==> src/design/fbs_pkg.sv <==
// ----------------------------------------------------------------------------
// fbs_pkg
// Shared types and constants of the floppy block-to-sector sequencer.
// ----------------------------------------------------------------------------
package fbs_pkg;

  // Configuration register indexes.
  localparam logic CFG_MAPPED_BLOCKS = 1'b0;
  localparam logic CFG_RAW_BLOCKS    = 1'b1;

  // Reset block counts of the two unit kinds.
  localparam logic [8:0] MAPPED_BLOCKS_RST = 9'd494;
  localparam logic [8:0] RAW_BLOCKS_RST    = 9'd500;

  // Result status codes.
  localparam logic [1:0] ST_ADDR  = 2'd0;
  localparam logic [1:0] ST_ERR   = 2'd1;
  localparam logic [1:0] ST_EMPTY = 2'd2;

  // Geometry.
  localparam int unsigned MAX_SECTORS       = 64;
  localparam int unsigned SECTORS_PER_TRACK = 26;
  localparam int unsigned HALF_TRACK        = 13;
  localparam int unsigned TRACK_SKEW        = 6;
  localparam int unsigned LAST_TRACK        = 76;

  // Reciprocal of 26 scaled by 2^16, exact for dividends below 6553.
  localparam int unsigned RECIP_26     = 2521;
  // The same reciprocal premultiplied by the track skew.
  localparam int unsigned RECIP_26_X6  = RECIP_26 * TRACK_SKEW;

  // Commands from the controller to the datapath.
  typedef struct packed {
    logic load;        // capture the request beat
    logic quot;        // first quotient: starting track
    logic rem;         // starting sector and skew quotient
    logic skew;        // starting skew
    logic emit_err;    // issue an error result
    logic emit_empty;  // issue an empty result
    logic emit_sec;    // issue a sector address and advance
  } fbs_cmd_t;

  // Status from the datapath to the controller.
  typedef struct packed {
    logic reject;      // negative block or unit too small
    logic empty;       // no whole sector asked for
    logic too_many;    // more sectors than the limit
    logic trk_over;    // current sector falls past the last track
    logic last_sec;    // current sector is the final one
  } fbs_stat_t;

endpackage

==> src/design/fbs_ctrl.sv <==
// ----------------------------------------------------------------------------
// fbs_ctrl
// Controller of the sequencer: checks a request, sets up the starting
// position, then steps through the sectors one per cycle.
// ----------------------------------------------------------------------------
module fbs_ctrl (
  input  logic              clk,
  input  logic              rst_n,
  input  logic              start,
  output logic              busy,
  input  fbs_pkg::fbs_stat_t stat,
  output fbs_pkg::fbs_cmd_t  cmd
);

  localparam logic [2:0] S_IDLE  = 3'd0;
  localparam logic [2:0] S_CHECK = 3'd1;
  localparam logic [2:0] S_DIV   = 3'd2;
  localparam logic [2:0] S_SKEW  = 3'd3;
  localparam logic [2:0] S_EMIT  = 3'd4;

  logic [2:0] state_r;
  logic [2:0] state_nxt;

  assign busy = (state_r != S_IDLE);

  // Next state and commands.
  always_comb begin
    state_nxt = state_r;
    cmd       = '0;
    unique case (state_r)
      S_IDLE: begin
        if (start) begin
          cmd.load  = 1'b1;
          state_nxt = S_CHECK;
        end
      end
      S_CHECK: begin
        cmd.quot = 1'b1;
        if (stat.reject) begin
          cmd.emit_err = 1'b1;
          state_nxt    = S_IDLE;
        end else if (stat.empty) begin
          cmd.emit_empty = 1'b1;
          state_nxt      = S_IDLE;
        end else if (stat.too_many) begin
          cmd.emit_err = 1'b1;
          state_nxt    = S_IDLE;
        end else begin
          state_nxt = S_DIV;
        end
      end
      S_DIV: begin
        cmd.rem   = 1'b1;
        state_nxt = S_SKEW;
      end
      S_SKEW: begin
        cmd.skew  = 1'b1;
        state_nxt = S_EMIT;
      end
      S_EMIT: begin
        if (stat.trk_over) begin
          cmd.emit_err = 1'b1;
          state_nxt    = S_IDLE;
        end else begin
          cmd.emit_sec = 1'b1;
          if (stat.last_sec) begin
            state_nxt = S_IDLE;
          end
        end
      end
      default: begin
        state_nxt = S_IDLE;
      end
    endcase
  end

  // State register.
  always_ff @(posedge clk) begin
    if (!rst_n) begin
      state_r <= S_IDLE;
    end else begin
      state_r <= state_nxt;
    end
  end

endmodule

==> src/design/fbs_datapath.sv <==
// ----------------------------------------------------------------------------
// fbs_datapath
// Request registers, unit size registers, the track and sector counters and
// the registered result outputs.
// ----------------------------------------------------------------------------
module fbs_datapath (
  input  logic               clk,
  input  logic               rst_n,
  input  logic               cfg_we,
  input  logic               cfg_index,
  input  logic [8:0]         cfg_wdata,
  input  logic [1:0]         in_unit,
  input  logic signed [15:0] in_block_number,
  input  logic [14:0]        in_word_count,
  input  logic               in_is_write,
  input  fbs_pkg::fbs_cmd_t  cmd,
  output fbs_pkg::fbs_stat_t stat,
  output logic               out_strobe,
  output logic               out_drive_select,
  output logic               out_write_op,
  output logic [6:0]         out_track,
  output logic [4:0]         out_sector,
  output logic [12:0]        out_byte_offset,
  output logic               out_last,
  output logic [1:0]         out_status
);

  // Unit sizes.
  logic [8:0] mapped_blocks_r;
  logic [8:0] raw_blocks_r;

  // Request.
  logic [1:0]  unit_r;
  logic [15:0] blk_r;
  logic [14:0] words_r;
  logic        wr_r;

  // Position.
  logic [6:0] q1_r;   // starting track
  logic [4:0] q2_r;   // floor(6 * track / 26)
  logic [6:0] t_r;    // logical track
  logic [4:0] s_r;    // sector within logical track
  logic [4:0] sk_r;   // 6 * track mod 26
  logic [5:0] i_r;    // place in request

  // Outputs.
  logic        strobe_r;
  logic        drive_r;
  logic        wop_r;
  logic [6:0]  track_r;
  logic [4:0]  sector_r;
  logic [12:0] offset_r;
  logic        last_r;
  logic [1:0]  status_r;

  logic        mapped;
  logic [8:0]  size;
  logic [16:0] blk_end;
  logic [8:0]  nsect;
  logic [10:0] lsn0;
  logic [22:0] q1_prod;
  logic [20:0] q2_prod;
  logic [10:0] s0;
  logic [8:0]  sk0;
  logic [6:0]  track_val;
  logic [6:0]  phys_sum;
  logic [4:0]  phys;
  logic [4:0]  sector_val;

  // Configuration writes.
  always_ff @(posedge clk) begin
    if (!rst_n) begin
      mapped_blocks_r <= fbs_pkg::MAPPED_BLOCKS_RST;
      raw_blocks_r    <= fbs_pkg::RAW_BLOCKS_RST;
    end else if (cfg_we) begin
      unique case (cfg_index)
        fbs_pkg::CFG_MAPPED_BLOCKS: mapped_blocks_r <= cfg_wdata;
        fbs_pkg::CFG_RAW_BLOCKS:    raw_blocks_r    <= cfg_wdata;
        default: ;
      endcase
    end
  end

  // Request checks.
  assign mapped  = ~unit_r[1];
  assign size    = mapped ? mapped_blocks_r : raw_blocks_r;
  assign blk_end = {1'b0, blk_r} + {10'd0, words_r[14:8]};
  assign nsect   = words_r[14:6];

  assign stat.reject   = blk_r[15] | (blk_end > {8'd0, size});
  assign stat.empty    = (nsect == 9'd0);
  assign stat.too_many = (nsect > 9'(fbs_pkg::MAX_SECTORS));

  // Division of the starting sector number by 26 through a reciprocal.
  // In the accepted range the block is below 512, so the number fits 11 bits.
  assign lsn0    = {blk_r[8:0], 2'b00};
  assign q1_prod = 23'(lsn0) * 23'(fbs_pkg::RECIP_26);
  assign q2_prod = 21'(q1_r) * 21'(fbs_pkg::RECIP_26_X6);
  assign s0      = lsn0 - 11'(q1_r) * 11'(fbs_pkg::SECTORS_PER_TRACK);
  assign sk0     = 9'(t_r) * 9'(fbs_pkg::TRACK_SKEW)
                 - 9'(q2_r) * 9'(fbs_pkg::SECTORS_PER_TRACK);

  // Physical address of the current sector.
  assign track_val = mapped ? (t_r + 7'd1) : t_r;
  assign phys_sum  = 7'({s_r, 1'b0}) + 7'(s_r >= 5'(fbs_pkg::HALF_TRACK)) + 7'(sk_r);

  always_comb begin
    priority if (phys_sum >= 7'(2 * fbs_pkg::SECTORS_PER_TRACK)) begin
      phys = 5'(phys_sum - 7'(2 * fbs_pkg::SECTORS_PER_TRACK));
    end else if (phys_sum >= 7'(fbs_pkg::SECTORS_PER_TRACK)) begin
      phys = 5'(phys_sum - 7'(fbs_pkg::SECTORS_PER_TRACK));
    end else begin
      phys = phys_sum[4:0];
    end
  end

  assign sector_val    = (mapped ? phys : s_r) + 5'd1;
  assign stat.trk_over = (track_val > 7'(fbs_pkg::LAST_TRACK));
  assign stat.last_sec = ((9'(i_r) + 9'd1) == nsect);

  // Request capture and position setup and stepping.
  always_ff @(posedge clk) begin
    if (cmd.load) begin
      unit_r  <= in_unit;
      blk_r   <= in_block_number;
      words_r <= in_word_count;
      wr_r    <= in_is_write;
    end
    if (cmd.quot) begin
      q1_r <= q1_prod[22:16];
    end
    if (cmd.rem) begin
      t_r  <= q1_r;
      s_r  <= s0[4:0];
      q2_r <= q2_prod[20:16];
      i_r  <= '0;
    end
    if (cmd.skew) begin
      sk_r <= sk0[4:0];
    end
    if (cmd.emit_sec) begin
      i_r <= i_r + 6'd1;
      if (s_r == 5'(fbs_pkg::SECTORS_PER_TRACK - 1)) begin
        s_r <= '0;
        t_r <= t_r + 7'd1;
        if (sk_r >= 5'(fbs_pkg::SECTORS_PER_TRACK - fbs_pkg::TRACK_SKEW)) begin
          sk_r <= sk_r - 5'(fbs_pkg::SECTORS_PER_TRACK - fbs_pkg::TRACK_SKEW);
        end else begin
          sk_r <= sk_r + 5'(fbs_pkg::TRACK_SKEW);
        end
      end else begin
        s_r <= s_r + 5'd1;
      end
    end
  end

  // Result strobe.
  always_ff @(posedge clk) begin
    if (!rst_n) begin
      strobe_r <= 1'b0;
    end else begin
      strobe_r <= cmd.emit_err | cmd.emit_empty | cmd.emit_sec;
    end
  end

  // Result payload.
  always_ff @(posedge clk) begin
    if (cmd.emit_err || cmd.emit_empty || cmd.emit_sec) begin
      drive_r <= unit_r[0];
      wop_r   <= wr_r;
    end
    priority if (cmd.emit_sec) begin
      track_r  <= track_val;
      sector_r <= sector_val;
      offset_r <= {i_r, 7'd0};
      last_r   <= stat.last_sec;
      status_r <= fbs_pkg::ST_ADDR;
    end else if (cmd.emit_err || cmd.emit_empty) begin
      track_r  <= '0;
      sector_r <= '0;
      offset_r <= '0;
      last_r   <= 1'b1;
      status_r <= cmd.emit_err ? fbs_pkg::ST_ERR : fbs_pkg::ST_EMPTY;
    end
  end

  assign out_strobe       = strobe_r;
  assign out_drive_select = drive_r;
  assign out_write_op     = wop_r;
  assign out_track        = track_r;
  assign out_sector       = sector_r;
  assign out_byte_offset  = offset_r;
  assign out_last         = last_r;
  assign out_status       = status_r;

endmodule

==> src/design/floppy_block_to_sector_sequencer.sv <==
// A rejected or empty request gives its one result from the check state.
// A request of N sectors passes the check, division and skew states, then gives
// one address per cycle and stays busy, taking no start, until its last result.
// The setup steps through the reciprocal divisions by 26 before the sector walk.
// Reset is synchronous and active low; it restores the unit sizes to 494 and 500.
// ----------------------------------------------------------------------------
// floppy_block_to_sector_sequencer
// Expands a block transfer request into one physical floppy address per
// 128-byte sector, with interleave and skew on the mapped units.
// ----------------------------------------------------------------------------
module floppy_block_to_sector_sequencer (
  input  logic               clk,
  input  logic               rst_n,
  input  logic               cfg_we,
  input  logic               cfg_index,
  input  logic [8:0]         cfg_wdata,
  input  logic               start,
  output logic               busy,
  input  logic [1:0]         in_unit,
  input  logic signed [15:0] in_block_number,
  input  logic [14:0]        in_word_count,
  input  logic               in_is_write,
  output logic               out_strobe,
  output logic               out_drive_select,
  output logic               out_write_op,
  output logic [6:0]         out_track,
  output logic [4:0]         out_sector,
  output logic [12:0]        out_byte_offset,
  output logic               out_last,
  output logic [1:0]         out_status
);

  fbs_pkg::fbs_cmd_t  cmd;
  fbs_pkg::fbs_stat_t stat;

  // Sequencing control.
  fbs_ctrl u_ctrl (
    .clk   (clk),
    .rst_n (rst_n),
    .start (start),
    .busy  (busy),
    .stat  (stat),
    .cmd   (cmd)
  );

  // Counters, checks and result registers.
  fbs_datapath u_dp (
    .clk              (clk),
    .rst_n            (rst_n),
    .cfg_we           (cfg_we),
    .cfg_index        (cfg_index),
    .cfg_wdata        (cfg_wdata),
    .in_unit          (in_unit),
    .in_block_number  (in_block_number),
    .in_word_count    (in_word_count),
    .in_is_write      (in_is_write),
    .cmd              (cmd),
    .stat             (stat),
    .out_strobe       (out_strobe),
    .out_drive_select (out_drive_select),
    .out_write_op     (out_write_op),
    .out_track        (out_track),
    .out_sector       (out_sector),
    .out_byte_offset  (out_byte_offset),
    .out_last         (out_last),
    .out_status       (out_status)
  );

  // Error and empty results always close the request.
  a_nonaddr_last: assert property (@(posedge clk) disable iff (!rst_n)
    (out_strobe && (out_status != fbs_pkg::ST_ADDR)) |-> out_last)
    else $error("error or empty result without last mark");

  // Sector addresses stay inside the disk geometry.
  a_addr_range: assert property (@(posedge clk) disable iff (!rst_n)
    (out_strobe && (out_status == fbs_pkg::ST_ADDR)) |->
      ((out_sector >= 5'd1) && (out_sector <= 5'd26) && (out_track <= 7'd76)))
    else $error("sector address outside the disk geometry");

  // An accepted request keeps the block busy.
  a_accept_busy: assert property (@(posedge clk) disable iff (!rst_n)
    (start && !busy) |=> busy)
    else $error("request accepted but block not busy");

  // No result may follow the last one of a request in the next cycle.
  a_last_gap: assert property (@(posedge clk) disable iff (!rst_n)
    (out_strobe && out_last) |=> !out_strobe)
    else $error("result directly after the last result");

endmodule
==> config.mk <==
export PLATFORM = sky130hd
export DESIGN_NAME = floppy_block_to_sector_sequencer
export DESIGN_NICKNAME = d
export VERILOG_FILES = /design/src/design/fbs_pkg.sv /design/src/design/fbs_ctrl.sv /design/src/design/fbs_datapath.sv /design/src/design/floppy_block_to_sector_sequencer.sv
export SDC_FILE = /design/constraint.sdc
export NUM_CORES = 1
export LEC_CHECK = 0
export BUFFER_PORTS_ARGS = -buffer_cell sky130_fd_sc_hd__buf_2
export CAP_MARGIN = 30
export CORE_ASPECT_RATIO = 1.75
export CORE_UTILIZATION = 50
export CTS_BUF_LIST = sky130_fd_sc_hd__clkbuf_2 sky130_fd_sc_hd__clkbuf_4 sky130_fd_sc_hd__clkbuf_8
export DETAILED_ROUTE_END_ITERATION = 16
export PLACE_DENSITY_LB_ADDON = 0.1
export SLEW_MARGIN = 20
export SYNTH_ARGS = -nofsm -noshare
export SYNTH_HDL_FRONTEND = slang
export SYNTH_SLANG_ARGS = --single-unit
==> constraint.sdc <==
create_clock -name clk -period 6.23 [get_ports clk]
set_input_delay 0.3115 -clock clk [delete_from_list [all_inputs] [get_ports clk]]
set_output_delay 0.3115 -clock clk [all_outputs]
set_load 0.005 [all_outputs]
======== After elaboration in Yosys (flattened, before gate mapping) ========
Index checks and enable logic that the tools add are counted.
storage, ports and cells
  register bits after elaboration ......... 114
  bits of input ports ..................... 48
  output and inout bits ................... 32
  word-level logic and storage cells ...... 117
cells by class
  add/subtract/negate cells ............... 14
  $mul .................................... 5
  magnitude comparators ................... 7
  equality and inequality tests ........... 8
  multiplexer cells ....................... 48
  bitwise gates (word level) .............. 4
  reduce and logical (&&, ||, !) cells .... 10
operators with widths
  operator               count
  $mux 5                 12
  $mux 7                 6
  $mux 13                2
  $mul 9x12->21 const B  1
  $mul 7x13->20 const B  1
  $add 16x7->17          1
  $gt 17x9->1            1
  $mux 1                 16
  $pmux 3 s5             1
  $sub 5x5->5 const B    3
  $mux 3                 4
  $mux 6                 2
  $add 5x1->5 const B    2
  $sub 5x5->5            2
  $eq 9x9->1             1
  $gt 9x7->1 const B     1
  $logic_not 9->1        1
  $mux 9                 1
  $add 6x1->7            1
  $add 6x1->7 const B    1
  $add 7x1->7 const B    1
  $add 7x5->7            1
  $ge 7x5->1 const B     1
  $ge 7x6->1 const B     1
  other kinds (23)       32

======== Logic depth before layout (Yosys ltp) ========
Gate-level depths: netlist of the first run.
  depth after elaboration ................. 9
  mapped depth ............................ 20

======== By module ========
Synthesis of the first run repeated with hierarchy kept, for this count alone.
second synthesis, totals
  cell total of the unflattened synthesis .. 879
  area, all modules ....................... 8947.3 um^2
modules (own cells, without submodules)
  module        instances  cells an instance  area an instance (um^2)
  fbs_datapath  1          851                8695.8
  fbs_ctrl      1          28                 251.5

======== Worst setup path after synthesis of the first run ========
Ideal clock, no wire load.
  path type ............................... register -> register
  start ................................... register u_dp.unit_r[1]
  end ..................................... register u_dp.offset_r[10], in the netlist u_dp.out_byte_offset[10], enable pin
  setup time .............................. 0.436 ns
  arrival time ............................ 4.287 ns
  path slack .............................. 1.506 ns
  cell stages (with the launch flop) ...... 13
  path buffers ............................ 3
  cell sequence ........................... edfxtp_1 -> clkbuf_1 -> clkbuf_1 -> buf_1 -> mux2i_1 -> ha_1 -> nor2b_1 -> o21ai_0 -> a21oi_1 -> o221ai_1 -> a21oi_1 -> nor4_1 -> a221oi_1
on the way
  longest elaborated chain between the ends .. 7
  elaborated cells on any way between the ends .. 14
  those cells by class .................... 2 x order compare; 9 x mux; 1 x bitwise; 2 x reduce/logical
RTL lines
  item                                  line                 RTL
  start, declared                       fbs_datapath.sv:33   logic [1:0] unit_r;
  start signal, assigned                fbs_datapath.sv:124  unit_r <= in_unit;
  $mux 9                                fbs_datapath.sv:86   assign size = mapped ? mapped_blocks_r : raw_blocks_r;
  $gt 17x9->1                           fbs_datapath.sv:90   assign stat.reject = blk_r[15] | (blk_end > {8'd0, size});
  $or 1x1->1                            fbs_datapath.sv:90
  $mux 1                                fbs_ctrl.sv:39       if (stat.reject) begin
  $pmux 1 s2 or $mux 1 (tied branches)  fbs_ctrl.sv:30       unique case (state_r)
  $logic_or 1x1->1                      fbs_datapath.sv:178  end else if (cmd.emit_err || cmd.emit_empty) begin
  $reduce_bool 2->1 (no source line) *  n/a
  end signal, assigned                  fbs_datapath.sv:175  offset_r <= {i_r, 7'd0};
  end, declared                         fbs_datapath.sv:52   logic [12:0] offset_r;
Mark *: on every way between the ends. The rest lies on a longest branch, timed or not.
A chain may end at the register's enable or synchronous reset.

======== Worst setup path after layout of the first run ========
  start ................................... register u_dp.s_r[0]
  end ..................................... register u_dp.sector_r[4], in the netlist u_dp.out_sector[4] (data pin)
on the way
  longest elaborated chain between the ends .. 9
  elaborated cells on any way between the ends .. 12
  those cells by class .................... 5 x add/sub; 3 x order compare; 4 x mux
RTL lines
  item                                       line                                      RTL
  start, declared                            fbs_datapath.sv:42                        logic [4:0] s_r;
  start signal, assigned                     fbs_datapath.sv:134                       s_r <= s0[4:0];
  start signal, assigned                     fbs_datapath.sv:152                       s_r <= s_r + 5'd1;
  $ge 5x4->1                                 fbs_datapath.sv:105                       assign phys_sum = 7'({s_r, 1'b0}) + 7'(s_r >= 5'(fbs_pkg::HALF_TRACK)) + 7'(sk_r);
  $add 6x1->7                                fbs_datapath.sv:105
  $add 7x5->7                                fbs_datapath.sv:105
  $ge 7x5->1 or $sub 5x5->5 (tied branches)  fbs_datapath.sv:110, fbs_datapath.sv:111
  $mux 5                                     fbs_datapath.sv:110                       end else if (phys_sum >= 7'(fbs_pkg::SECTORS_PER_TRACK)) begin
  $mux 5                                     fbs_datapath.sv:108                       priority if (phys_sum >= 7'(2 * fbs_pkg::SECTORS_PER_TRACK)) begin
  $mux 5 *                                   fbs_datapath.sv:117                       assign sector_val = (mapped ? phys : s_r) + 5'd1;
  $add 5x1->5 *                              fbs_datapath.sv:117
  $mux 5 *                                   fbs_datapath.sv:172                       priority if (cmd.emit_sec) begin
  end signal, assigned                       fbs_datapath.sv:174                       sector_r <= sector_val;
  end, declared                              fbs_datapath.sv:51                        logic [4:0] sector_r;
Marked as above.

==> summary.txt, run 1 <==
Outcome
  • Status: finished clean

Die
  • Die area: 18600 sq um
  • Core Footprint: 17500 sq um
  • Die Y: 179 um
  • Site row count: 64
  • Die width: 103 um
  • IO Pins: 80
  • Initial Utilization: 51.3%

Final layout
  • Filler Cell Count: 1563
  • Most frequent cells in the layout: 141 x ha_1, 118 x inv_1, 73 x edfxtp_1
  • Final nets: 1194
  • ANT cells: 0
  • Commonest non-fill, non-tap cell in the layout: ha_1
  • Area Growth Syn to Fin: 8.50%
  • FF+latch area: 2870 sq um
  • Multi-input logic area: 5600 sq um
  • Layout cells sized above 1: 10.4%

Logic synthesis
  • Synth top area cells: edfxtp_1 24%, ha_1 20%, fa_1 11%
  • Synth area leader: edfxtp_1
  • Yosys warnings: 0
  • Most common flop cell mapped by yosys: edfxtp_1
  • Synthesized cell area: 9000 sq um
  • Syn_area_per_cell: 10.1 sq um
  • Sequential fraction of the synthesis area: 31.9%
  • Count of cell types in the netlist: 70
  • EDFF count, synth: 73
  • Post-synthesis cell count: 889
  • Synth top area share: 24.4%
  • Ys async rst share: 0%
  • Post-synthesis register bit count: 107

Critical path
  • Critical path type: flip-flop to flip-flop
  • Worst Path Arrival: 4750 ps
  • Worst EP required: 6370 ps
  • R2R depth: 18
  • Critical path launch point type: flip-flop
  • Crit path max fanout: 8
  • Worst setup EP type: flip-flop

Timing
  • Final setup viols: 0
  • Slew margin rel.: 42.8%
  • Fin. Hold Viols: 0
  • Setup_tns: 0 ps
  • FMAX: 217 MHz
  • Layout Skew: 21.2 ps
  • Worst slew pin tran: 858 ps
  • Crit path time final: 4600 ps
  • Final cycle utilization of the critical path: 73.8%
  • Max Transition Viols Final: 0
  • Unrepaired setup endpoints after global routing: false

Clock network
  • Cts bufs inserted: 9
  • Clk slew on worst S/H paths: 120 ps
  • Bufs on Longest Clock Path: 2
  • H-tree levels: 3
  • Number of gates resized after cts: 0
  • # Post-CTS Setup Buffers: 0
  • CTS Hold Bufs: 0
  • CTS tree: done
  • Worst skew pair latency: 400 ps
  • Clock sinks: 107
  • Root Driver: clkbuf_8

Pwr
  • Leak pwr: 0.00454 uW
  • Switching fraction of total power: 41.7%
  • Total power: 3300 uW
  • Clock share of power: 12.8%
  • Worst VDD drop: 0.000225 V
  • P_sw: 1370 uW
  • Sequential share of power: 28.9%
  • Internal power: 1920 uW
  • Power share of the combinational group: 58.3%
  • PwrDens: 337 nW/um^2

Detailed routing
  • DR DRC count: 0
  • Avg WL per Cell: 15.4 um
  • Via/cell ratio: 5.36
  • Drt pass-1 iters: 5
  • Antenna Nets Post-Route: 0
  • Final wirelength: 18300 um
  • Starting DRT DRC Count: 220
  • Via count: 6384

Global route
  • First-pass GRT wire length: 30000 um
  • Initial antenna violation count: 0
  • GRT Resource Usage Total: 21.1%
  • Number of global-route vias before repair: 6530
  • Largest net degree at the start of global routing: 28
  • Grt ovf: 0

Hold path
  • Worst min-delay path class: primary input to flip-flop
  • Hold path depth: 1

Placement
  • Hpwl dp: 15000 um
  • I/O Buffers: 66
  • GPL Wtd Cong: 0.875

Flow run
  • Max-cap viol count: 0
[through the flow]
stage | instance area [sq um] | utilization (%) | worst slack, ps | std cells | hold slack [ps]
after floorplan | 9020 | - | 1510 | 895 | 383
after global placement | 9560 | 54.5 | 1700 | 1172 | 402
after detailed placement | 9560 | 54.5 | 1640 | 1173 | 405
after CTS | 9750 | 55.6 | 1620 | 1189 | 62.2
after global routing | 9760 | 55.7 | 1220 | 1190 | 58.9
final | 9760 | 55.7 | 1630 | 1190 | 75.1
[synthesized netlist by cell type (4+ instances only)]
master	instances
nor2b_1	6
a21oi_1	48
or3_1	5
nor3_1	8
o31a_1	4
fa_1	51
a221oi_1	5
clkbuf_1	11
nand4_1	7
o21ai_0	20
and2_1	14
o22ai_1	4
a21o_1	12
nor2_1	41
xor2_1	20
a211oi_1	7
and3_1	7
o21a_1	11
o31ai_1	6
buf_4	7
nand2b_1	6
o21ai_1	6
edfxtp_1	73
mux2i_1	12
xnor2_1	35
or2_2	5
dfxtp_1	34
o21bai_1	4
ha_1	141
nand2_1	70
nand3_1	28
nor4_1	6
inv_1	118
[critical path, stage by stage (launching register included)]
cell and delay, ps:
edfxtp_1 560, ha_1 290, o311ai_0 320, nand2_1 90, ha_1 230, fa_1 410
xor2_1 420, inv_1 190, ha_1 220, inv_1 90, a21oi_1 50, nor3_1 260
a21oi_1 180, nor3_1 240, o31a_1 180, ha_1 140, inv_1 70, nor4_1 340
nor3_2 70
[routing by layer]
| metal | routed length [um] | up-vias | track usage, % | share of wire [%] |
|---|---|---|---|---|
| li1 | - | 3229 | - | - |
| met1 | 7110 | 3027 | 22.2 | 39 |
| met2 | 10100 | 95 | 40.4 | 56 |
| met3 | 501 | 33 | 3.81 | 2.7 |
| met4 | 524 | 0 | 7.04 | 2.9 |
| met5 | 0 | - | 0 | 0 |
[layout make-up]
| type | instances | area share [%] |
|---|---|---|
| clock buffer | 10 | 1.35 |
| clock inverter | 6 | 0.615 |
| inverter | 120 | 4.61 |
| multi-input combinational | 646 | 57.3 |
| sequential | 107 | 29.4 |
| tap | 231 | 2.96 |
| timing repair buffer | 70 | 3.69 |
[registers in the layout (all words and copies together) (netlist names), 3 cells and up]
| name | flops |
|---|---|
| u_dp.out_byte_offset | 6 |
| u_dp.blk_r | 16 |
| u_dp.out_track | 7 |
| u_dp.mapped_blocks_r | 9 |
| u_dp.q1_r | 7 |
| u_ctrl.state_r | 3 |
| u_dp.words_r | 9 |
| u_dp.s_r | 5 |
| u_dp.out_sector | 5 |
| u_dp.q2_r | 4 |
| u_dp.t_r | 7 |
| u_dp.raw_blocks_r | 9 |
| u_dp.i_r | 6 |
| u_dp.sk_r | 5 |
[cell families (layout without fill, tap and decap cells)]
kind of cell | count (synthesis) | after routing | synth area share [%]
simple gates | 221 | 221 | 12.2
fa+ha+maj | 192 | 192 | 31.0
compound gates | 158 | 158 | 11.8
buf+inv | 142 | 206 | 6.33
flops | 107 | 107 | 31.9
xor+xnor | 55 | 55 | 5.35
mux | 13 | 13 | 1.46
other cells | 1 | 7 | 0.0417
[power groups by stage]
stage                     Sequential, uW  Combinational (uW)  Clock (uW)
after floorplan                      939                1520           0
after global placement               971                1910           0
after detailed placement             971                1940           0
after CTS                            954                1970         436
after global routing                 964                2250         461
final                                952                1920         421
[worst paths after layout]
check                                 start                 end  slack, ps
worst max-delay path            u_dp.s_r[0]  u_dp.out_sector[4]       1630
worst min-delay path            in_is_write           u_dp.wr_r         80
worst max register to register  u_dp.s_r[0]  u_dp.out_sector[4]       1630
worst min register to register    u_dp.wr_r   u_dp.out_write_op        450
(Power assumes the default switching activity.)
==> run 2: changes to the inputs <==
==> constraint.sdc (replaced) <==
create_clock -name clk -period 4.1 [get_ports clk]
set_input_delay 0.205 -clock clk [delete_from_list [all_inputs] [get_ports clk]]
set_output_delay 0.205 -clock clk [all_outputs]
set_load 0.005 [all_outputs]
==> run 2 against run 1 <==
  * Global-route usage grew 2.2 points
  * Sequential power grew 46%
  * Clock-buffer cell count is the same
  * Power grew 71%
  * Setup slack lost 1600 ps
  * Core utilization grew 6.1 points
  * Maximum frequency grew 14%
  * Routed wire length grew 15%
  * Via count grew 7.0%
  * Register-to-register slack lost 1600 ps
==> summary.txt, run 2 (synthesis results as in run 1) <==
Outcome
  • Status: finished clean

Final layout
  • Layout cells sized above 1: 19.2% (+8.8 points)
  • Max reg flops: 16 (unchanged)
  • Final Cell Area: 10800 sq um (+11%)
  • Final nets: 1292 (+8.2%)
  • Commonest non-fill, non-tap cell in the layout: ha_1
  • Most frequent cells in the layout: 134 x ha_1, 117 x inv_1, 73 x edfxtp_1
  • Layout Utilization: 61.8% (+6.1 points)
  • Post-route insts no fill: 1288 (+8.2%)
  • Area Growth Syn to Fin: 20.4%
  • ANT cells: 0 (unchanged)
  • Biggest register: u_dp.blk_r

Clock network
  • Clk slew on worst S/H paths: 110 ps (about the same)
  • CTS tree: done
  • Bufs on Longest Clock Path: 2 (unchanged)
  • H-tree levels: 3 (unchanged)
  • Clock sinks: 107 (unchanged)
  • Root Driver: clkbuf_8
  • Cts bufs inserted: 9 (unchanged)
  • Worst skew pair latency: 400 ps (about the same)

Global route
  • Initial antenna violation count: 0 (unchanged)
  • First-pass GRT wire length: 33100 um (+10%)
  • Grt ovf: 0 (unchanged)
  • GRT Resource Usage Total: 23.4% (+2.2 points)
  • Number of global-route vias before repair: 6900 (+5.7%)
  • Largest net degree at the start of global routing: 30 (+7.1%)

Timing
  • Layout Skew: 15.7 ps (-5.47 ps)
  • Min Hold Slack: 21.4 ps (-53.7 ps)
  • PnR worst setup slack: 53.1 ps (-1580 ps)
  • FMAX: 247 MHz (+14%)
  • Unrepaired setup endpoints after global routing: true
  • Crit path time final: 4050 ps (-554 ps)
  • Final setup viols: 0 (unchanged)
  • Max Transition Viols Final: 0 (unchanged)
  • Final cycle utilization of the critical path: 98.7% (+25 points)
  • Worst slew pin tran: 876 ps (+17.7 ps)
  • Fin. Hold Viols: 0 (unchanged)
  • Slew margin rel.: 41.6% (-1.2 points)

Detailed routing
  • Via/cell ratio: 5.30 (-1.1%)
  • DR DRC count: 0 (unchanged)
  • Via count: 6832 (+7.0%)
  • Avg WL per Cell: 16.3 um (+5.9%)
  • Starting DRT DRC Count: 186 (-15%)
  • Drt pass-1 iters: 4 (-1)
  • Antenna Nets Post-Route: 0 (unchanged)
  • Final wirelength: 20900 um (+15%)

Hold path
  • Hold Crit Start: in_unit[1]
  • Hold path depth: 1 (unchanged)
  • Hold worst-path end: u_dp.unit_r[1]
  • Worst min-delay path class: primary input to flip-flop

Die
  • IO Pins: 80 (unchanged)
  • Initial Utilization: 51.3% (unchanged)
  • Die area: 18600 sq um (unchanged)
  • Die width: 103 um (unchanged)
  • Site row count: 64 (unchanged)
  • Die Y: 179 um (unchanged)
  • Core Footprint: 17500 sq um (unchanged)

Critical path
  • Worst setup EP type: flip-flop
  • FF-to-FF setup slack: 50 ps (-1580 ps)
  • R2R depth: 10 (-8)
  • Worst Path Arrival: 4200 ps (-550 ps)
  • End of the worst register-to-register path: u_dp.q1_r[5]
  • Critical path type: flip-flop to flip-flop
  • Crit path max fanout: 4 (-4)
  • Reg2reg start: u_dp.blk_r[0]
  • Worst EP required: 4260 ps (-2110 ps)
  • Critical path launch point type: flip-flop

Pwr
  • Leak pwr: 0.00504 uW (+11%)
  • PwrDens: 521 nW/um^2 (+54%)
  • Worst VDD drop: 0.000357 V (+58%)

Placement
  • Hpwl dp: 16200 um (+8.1%)
  • GPL Wtd Cong: 0.934 (+6.7%)
  • DP Worst Slack: -250 ps (-1890 ps)
  • Placed cells: 1234 (+5.2%)
  • I/O Buffers: 66 (unchanged)
  • Area after DPL: 10000 sq um (+4.8%)

Flow run
  • Max-cap viol count: 0 (unchanged)
run 2: changes by cell type in the layout (fill, tap and decap cells not counted), moves of 3 or more:
cell           previous run  this run
a21oi_1                  48        45
a21oi_2                   0         3
buf_4                     2        69
buf_6                     1         4
dlygate4sd3_1             0        27
ha_1                    141       134
ha_4                      0         6
nor3_1                    8         5
nor3_2                    2         5
run 2: area by class of cell:
| cell class | count | area (sq um) |
|---|---|---|
| tap | 231 | 289 |
| sequential | 107 | 2870 |
| timing repair buffer | 167 | 1180 |
| multi-input combinational | 647 | 5850 |
| fill | 1490 | 6710 |
| clock buffer | 10 | 131 |
| clock inverter | 6 | 57.6 |
| inverter | 120 | 450 |
run 2: what timing repair did:
action / in CTS / in global routing
pin swaps: 5 / 20
gates resized for setup: 7 / 34
gates cloned: 1 / 0
setup buffers: 2 / 8
hold endpoints to repair: 26 / 1
hold buffers: 26 / 1
endpoints found under the setup margin: 30 / 29
run 2: how the worst max path moves through the flow:
stage	startpoint	endpoint	slack, ps	cells past startpoint
5_1_grt	u_dp.blk_r[0]	u_dp.q1_r[5]	-100	10
3_5_place_dp	u_dp.blk_r[0]	u_dp.q1_r[6]	-250	16
2_1_floorplan	u_dp.blk_r[0]	u_dp.q1_r[6]	20	10
3_3_place_gp	u_dp.blk_r[0]	u_dp.q1_r[6]	-190	16
6_report	u_dp.blk_r[0]	u_dp.q1_r[5]	50	10
4_1_cts	u_dp.blk_r[0]	u_dp.q1_r[6]	0.4	10
run 2: stage by stage:
| stage | TNS (ps) | power (uW) |
|---|---|---|
| 2_1_floorplan | 0 | 3740 |
| 3_3_place_gp | -1100 | 4520 |
| 3_5_place_dp | -3240 | 4600 |
| 4_1_cts | 0 | 5380 |
| 5_1_grt | -274 | 6200 |
| 6_report | 0 | 5650 |
run 2: critical path, cell delays in order, from the launching register on:
cell and delay (ps):
edfxtp_1 460, fa_1 530, fa_1 530, fa_1 440, fa_1 590, ha_4 220, a2111oi_4 350, o21ai_2 120
a41o_1 280, o32a_1 180, o21a_1 100
run 2: power by group:
group	leakage (uW)	internal, uW	switching (uW)
sequential	0.000973	1330	68.3
combinational	0.00397	1710	1880
clock	0.0000998	242	421
run 2: per-layer routing:
metal | track usage [%] | wire [um] | vias up
li1 | - | - | 3421
met1 | 24.2 | 7790 | 3277
met2 | 45.7 | 12200 | 101
met3 | 3.38 | 534 | 33
met4 | 7.66 | 470 | 0
met5 | 0 | 0 | -
==> run 3: changes to the inputs <==
--- a/config.mk
+++ b/config.mk
@@ -9,7 +9,7 @@
 export CAP_MARGIN = 30
 export CORE_ASPECT_RATIO = 1.75
 export CORE_UTILIZATION = 50
-export CTS_BUF_LIST = sky130_fd_sc_hd__clkbuf_2 sky130_fd_sc_hd__clkbuf_4 sky130_fd_sc_hd__clkbuf_8
+export CTS_BUF_LIST = sky130_fd_sc_hd__clkbuf_8
 export DETAILED_ROUTE_END_ITERATION = 16
 export PLACE_DENSITY_LB_ADDON = 0.1
 export SLEW_MARGIN = 20
==> run 3 against run 2 <==
  * Combinational power barely moved
  * Sequential share of layout area about the same
  * Clock power decreased by 1%
  * Non-clock buffer count unchanged
  * Design area about the same
  * First-iteration DRC count is 4.3% lower
  * Power shrank 0.14%
  * Critical path type unchanged
  * Clock-buffer cell count decreased by 1
  * Hold slack barely moved
==> summary.txt, run 3 (synthesis results as in run 1) <==
Detailed routing
  • Drt pass-1 iters: 4 (unchanged)
  • DR DRC count: 0 (unchanged)
  • Via/cell ratio: 5.30 (about the same)
  • Final wirelength: 21000 um (+0.13%)
  • Starting DRT DRC Count: 178 (-4.3%)
  • Avg WL per Cell: 16.3 um (+0.13%)
  • Antenna Nets Post-Route: 0 (unchanged)
  • Via count: 6830 (-0.029%)

Final layout
  • Commonest non-fill, non-tap cell in the layout: ha_1
  • Filler Cell Count: 1490 (unchanged)
  • Area Growth Syn to Fin: 20.3% (about the same)
  • Biggest register: u_dp.blk_r
  • Final nets: 1292 (unchanged)
  • Max reg flops: 16 (unchanged)
  • Final Cell Area: 10800 sq um (about the same)
  • Most frequent cells in the layout: 134 x ha_1, 118 x inv_1, 73 x edfxtp_1
  • Post-route insts no fill: 1288 (unchanged)
  • ANT cells: 0 (unchanged)
  • Layout cells sized above 1: 19.1% (-0.095 points)

Pwr
  • Sequential share of power: 24.7% (about the same)
  • Clock share of power: 11.6% (about the same)
  • Total power: 5640 uW (-0.14%)
  • Leak pwr: 0.00504 uW (about the same)
  • PwrDens: 521 nW/um^2 (-0.11%)
  • Power share of the combinational group: 63.7% (about the same)
  • Switching fraction of total power: 42.0% (+0.071 points)
  • P_sw: 2370 uW (about the same)
  • Worst VDD drop: 0.000357 V (about the same)
  • Internal power: 3270 uW (-0.27%)

Timing
  • FMAX: 247 MHz (about the same)
  • Max Transition Viols Final: 0 (unchanged)
  • Worst slew pin tran: 902 ps (+26.6 ps)
  • Final cycle utilization of the critical path: 98.7% (about the same)
  • Unrepaired setup endpoints after global routing: true
  • Final setup viols: 0 (unchanged)
  • PnR worst setup slack: 53.7 ps (+0.618 ps)
  • Layout Skew: 15.1 ps (-0.649 ps)
  • Slew margin rel.: 39.8% (-1.8 points)
  • Crit path time final: 4050 ps (-0.618 ps)
  • Fin. Hold Viols: 0 (unchanged)

Hold path
  • Hold path depth: 1 (unchanged)
  • Hold Crit Start: in_unit[1]
  • Worst min-delay path class: primary input to flip-flop
  • Hold worst-path end: u_dp.unit_r[1]

Critical path
  • Crit path max fanout: 4 (unchanged)
  • R2R depth: 10 (unchanged)
  • Reg2reg start: u_dp.blk_r[0]
  • Worst setup EP type: flip-flop
  • Critical path's largest stage delay: 590 ps (about the same)
  • Critical path type: flip-flop to flip-flop
  • Critical path launch point type: flip-flop
  • Most common cell on crit path: fa_1
  • Worst Path Arrival: 4200 ps (about the same)
  • CP max stage cell: fa_1
  • CP cell instances: fa_1 > fa_1 > fa_1 > fa_1 > ha_4 > a2111oi_4 > o21ai_2 > a41o_1 > o32a_1 > o21a_1
  • End of the worst register-to-register path: u_dp.q1_r[5]
  • FF-to-FF setup slack: 50 ps (about the same)
  • Worst EP required: 4260 ps (about the same)

Global route
  • GRT Resource Usage Total: 23.4% (about the same)
  • First-pass GRT wire length: 33100 um (unchanged)
  • Largest net degree at the start of global routing: 30 (unchanged)
  • Number of global-route vias before repair: 6904 (+0.058%)
  • Initial antenna violation count: 0 (unchanged)
  • Grt ovf: 0 (unchanged)

Placement
  • I/O Buffers: 66 (unchanged)
  • Area after DPL: 10000 sq um (unchanged)
  • GPL Wtd Cong: 0.934 (unchanged)
  • Hpwl dp: 16200 um (unchanged)
  • DP Worst Slack: -250 ps (unchanged)
  • Placed cells: 1234 (unchanged)

Outcome
  • Status: finished clean

Die
  • Die width: 103 um (unchanged)
  • Die Y: 179 um (unchanged)
  • Initial Utilization: 51.3% (unchanged)
  • IO Pins: 80 (unchanged)
  • Site row count: 64 (unchanged)
  • Core Footprint: 17500 sq um (unchanged)
  • Die area: 18600 sq um (unchanged)

Clock network
  • Cts bufs inserted: 9 (unchanged)
  • H-tree levels: 3 (unchanged)
  • CTS tree: done
  • Root Driver: clkbuf_8
  • Clock sinks: 107 (unchanged)
  • Bufs on Longest Clock Path: 2 (unchanged)
  • Clk slew on worst S/H paths: 110 ps (about the same)
  • Worst skew pair latency: 400 ps (about the same)

Flow run
  • Max-cap viol count: 0 (unchanged)
[run 3: changes by cell type in the layout (fill, tap and decap cells not counted), sizes merged]
cell / change
inv: +1
clkbuf: -1
[run 3: power by group through the flow]
stage / Combinational (uW) / Sequential (uW) / Clock (uW)
after floorplan: 2310 / 1430 / 0
after global routing: 4090 / 1400 / 706
after detailed placement: 3180 / 1420 / 0
after global placement: 3100 / 1420 / 0
after CTS: 3310 / 1400 / 675
final: 3590 / 1390 / 655
[run 3: worst max-delay path by stage]
stage / from / end / slack (ps) / cells past startpoint
2_1_floorplan: u_dp.blk_r[0] / u_dp.q1_r[6] / 20 / 10
3_3_place_gp: u_dp.blk_r[0] / u_dp.q1_r[6] / -190 / 16
3_5_place_dp: u_dp.blk_r[0] / u_dp.q1_r[6] / -250 / 16
4_1_cts: u_dp.blk_r[0] / u_dp.q1_r[6] / 0.4 / 10
5_1_grt: u_dp.blk_r[0] / u_dp.q1_r[5] / -100 / 10
6_report: u_dp.blk_r[0] / u_dp.q1_r[5] / 50 / 10
[run 3: area by class of cell]
cell class                      instances  area [sq um]  area share, %
Clock inverter                          7          61.3          0.566
Timing Repair Buffer                  167          1180           10.9
Inverter                              120           450           4.16
Tap cell                              231           289           2.67
Clock buffer                            9           124           1.14
Sequential cell                       107          2870           26.5
Multi-Input combinational cell        647          5850           54.0
[run 3: timing repair]
action / CTS / global route
gates cloned: 1 / 0
pin swaps: 5 / 20
hold buffers: 26 / 1
buffers inserted: 2 / 8
resized for setup: 7 / 34
endpoints found under the hold margin: 26 / 1
endpoints found under the setup margin: 30 / 29
[run 3: stage by stage]
stage	setup TNS, ps	util (%)	hold WS (ps)
6_report	0	61.7	21.2
5_1_grt	-274	61.7	8.48
4_1_cts	0	60.0	6.86
3_5_place_dp	-3240	57.1	383
3_3_place_gp	-1100	57.1	382
2_1_floorplan	0	-	277
[run 3: per-layer routing]
metal / part of all wire [%] / vias up / track usage [%]
met1: 38 / 3284 / 24.2
met2: 58 / 94 / 45.7
li1: - / 3419 / -
met4: 2.2 / 0 / 7.66
met5: 0 / - / 0
met3: 2.3 / 33 / 3.38
[run 3: worst max-delay path: cells and delay by family, from the launching register on]
family,cells,cell delay (ps)
compound gates,5,1030
fa+ha+maj,5,2310
flops,1,460
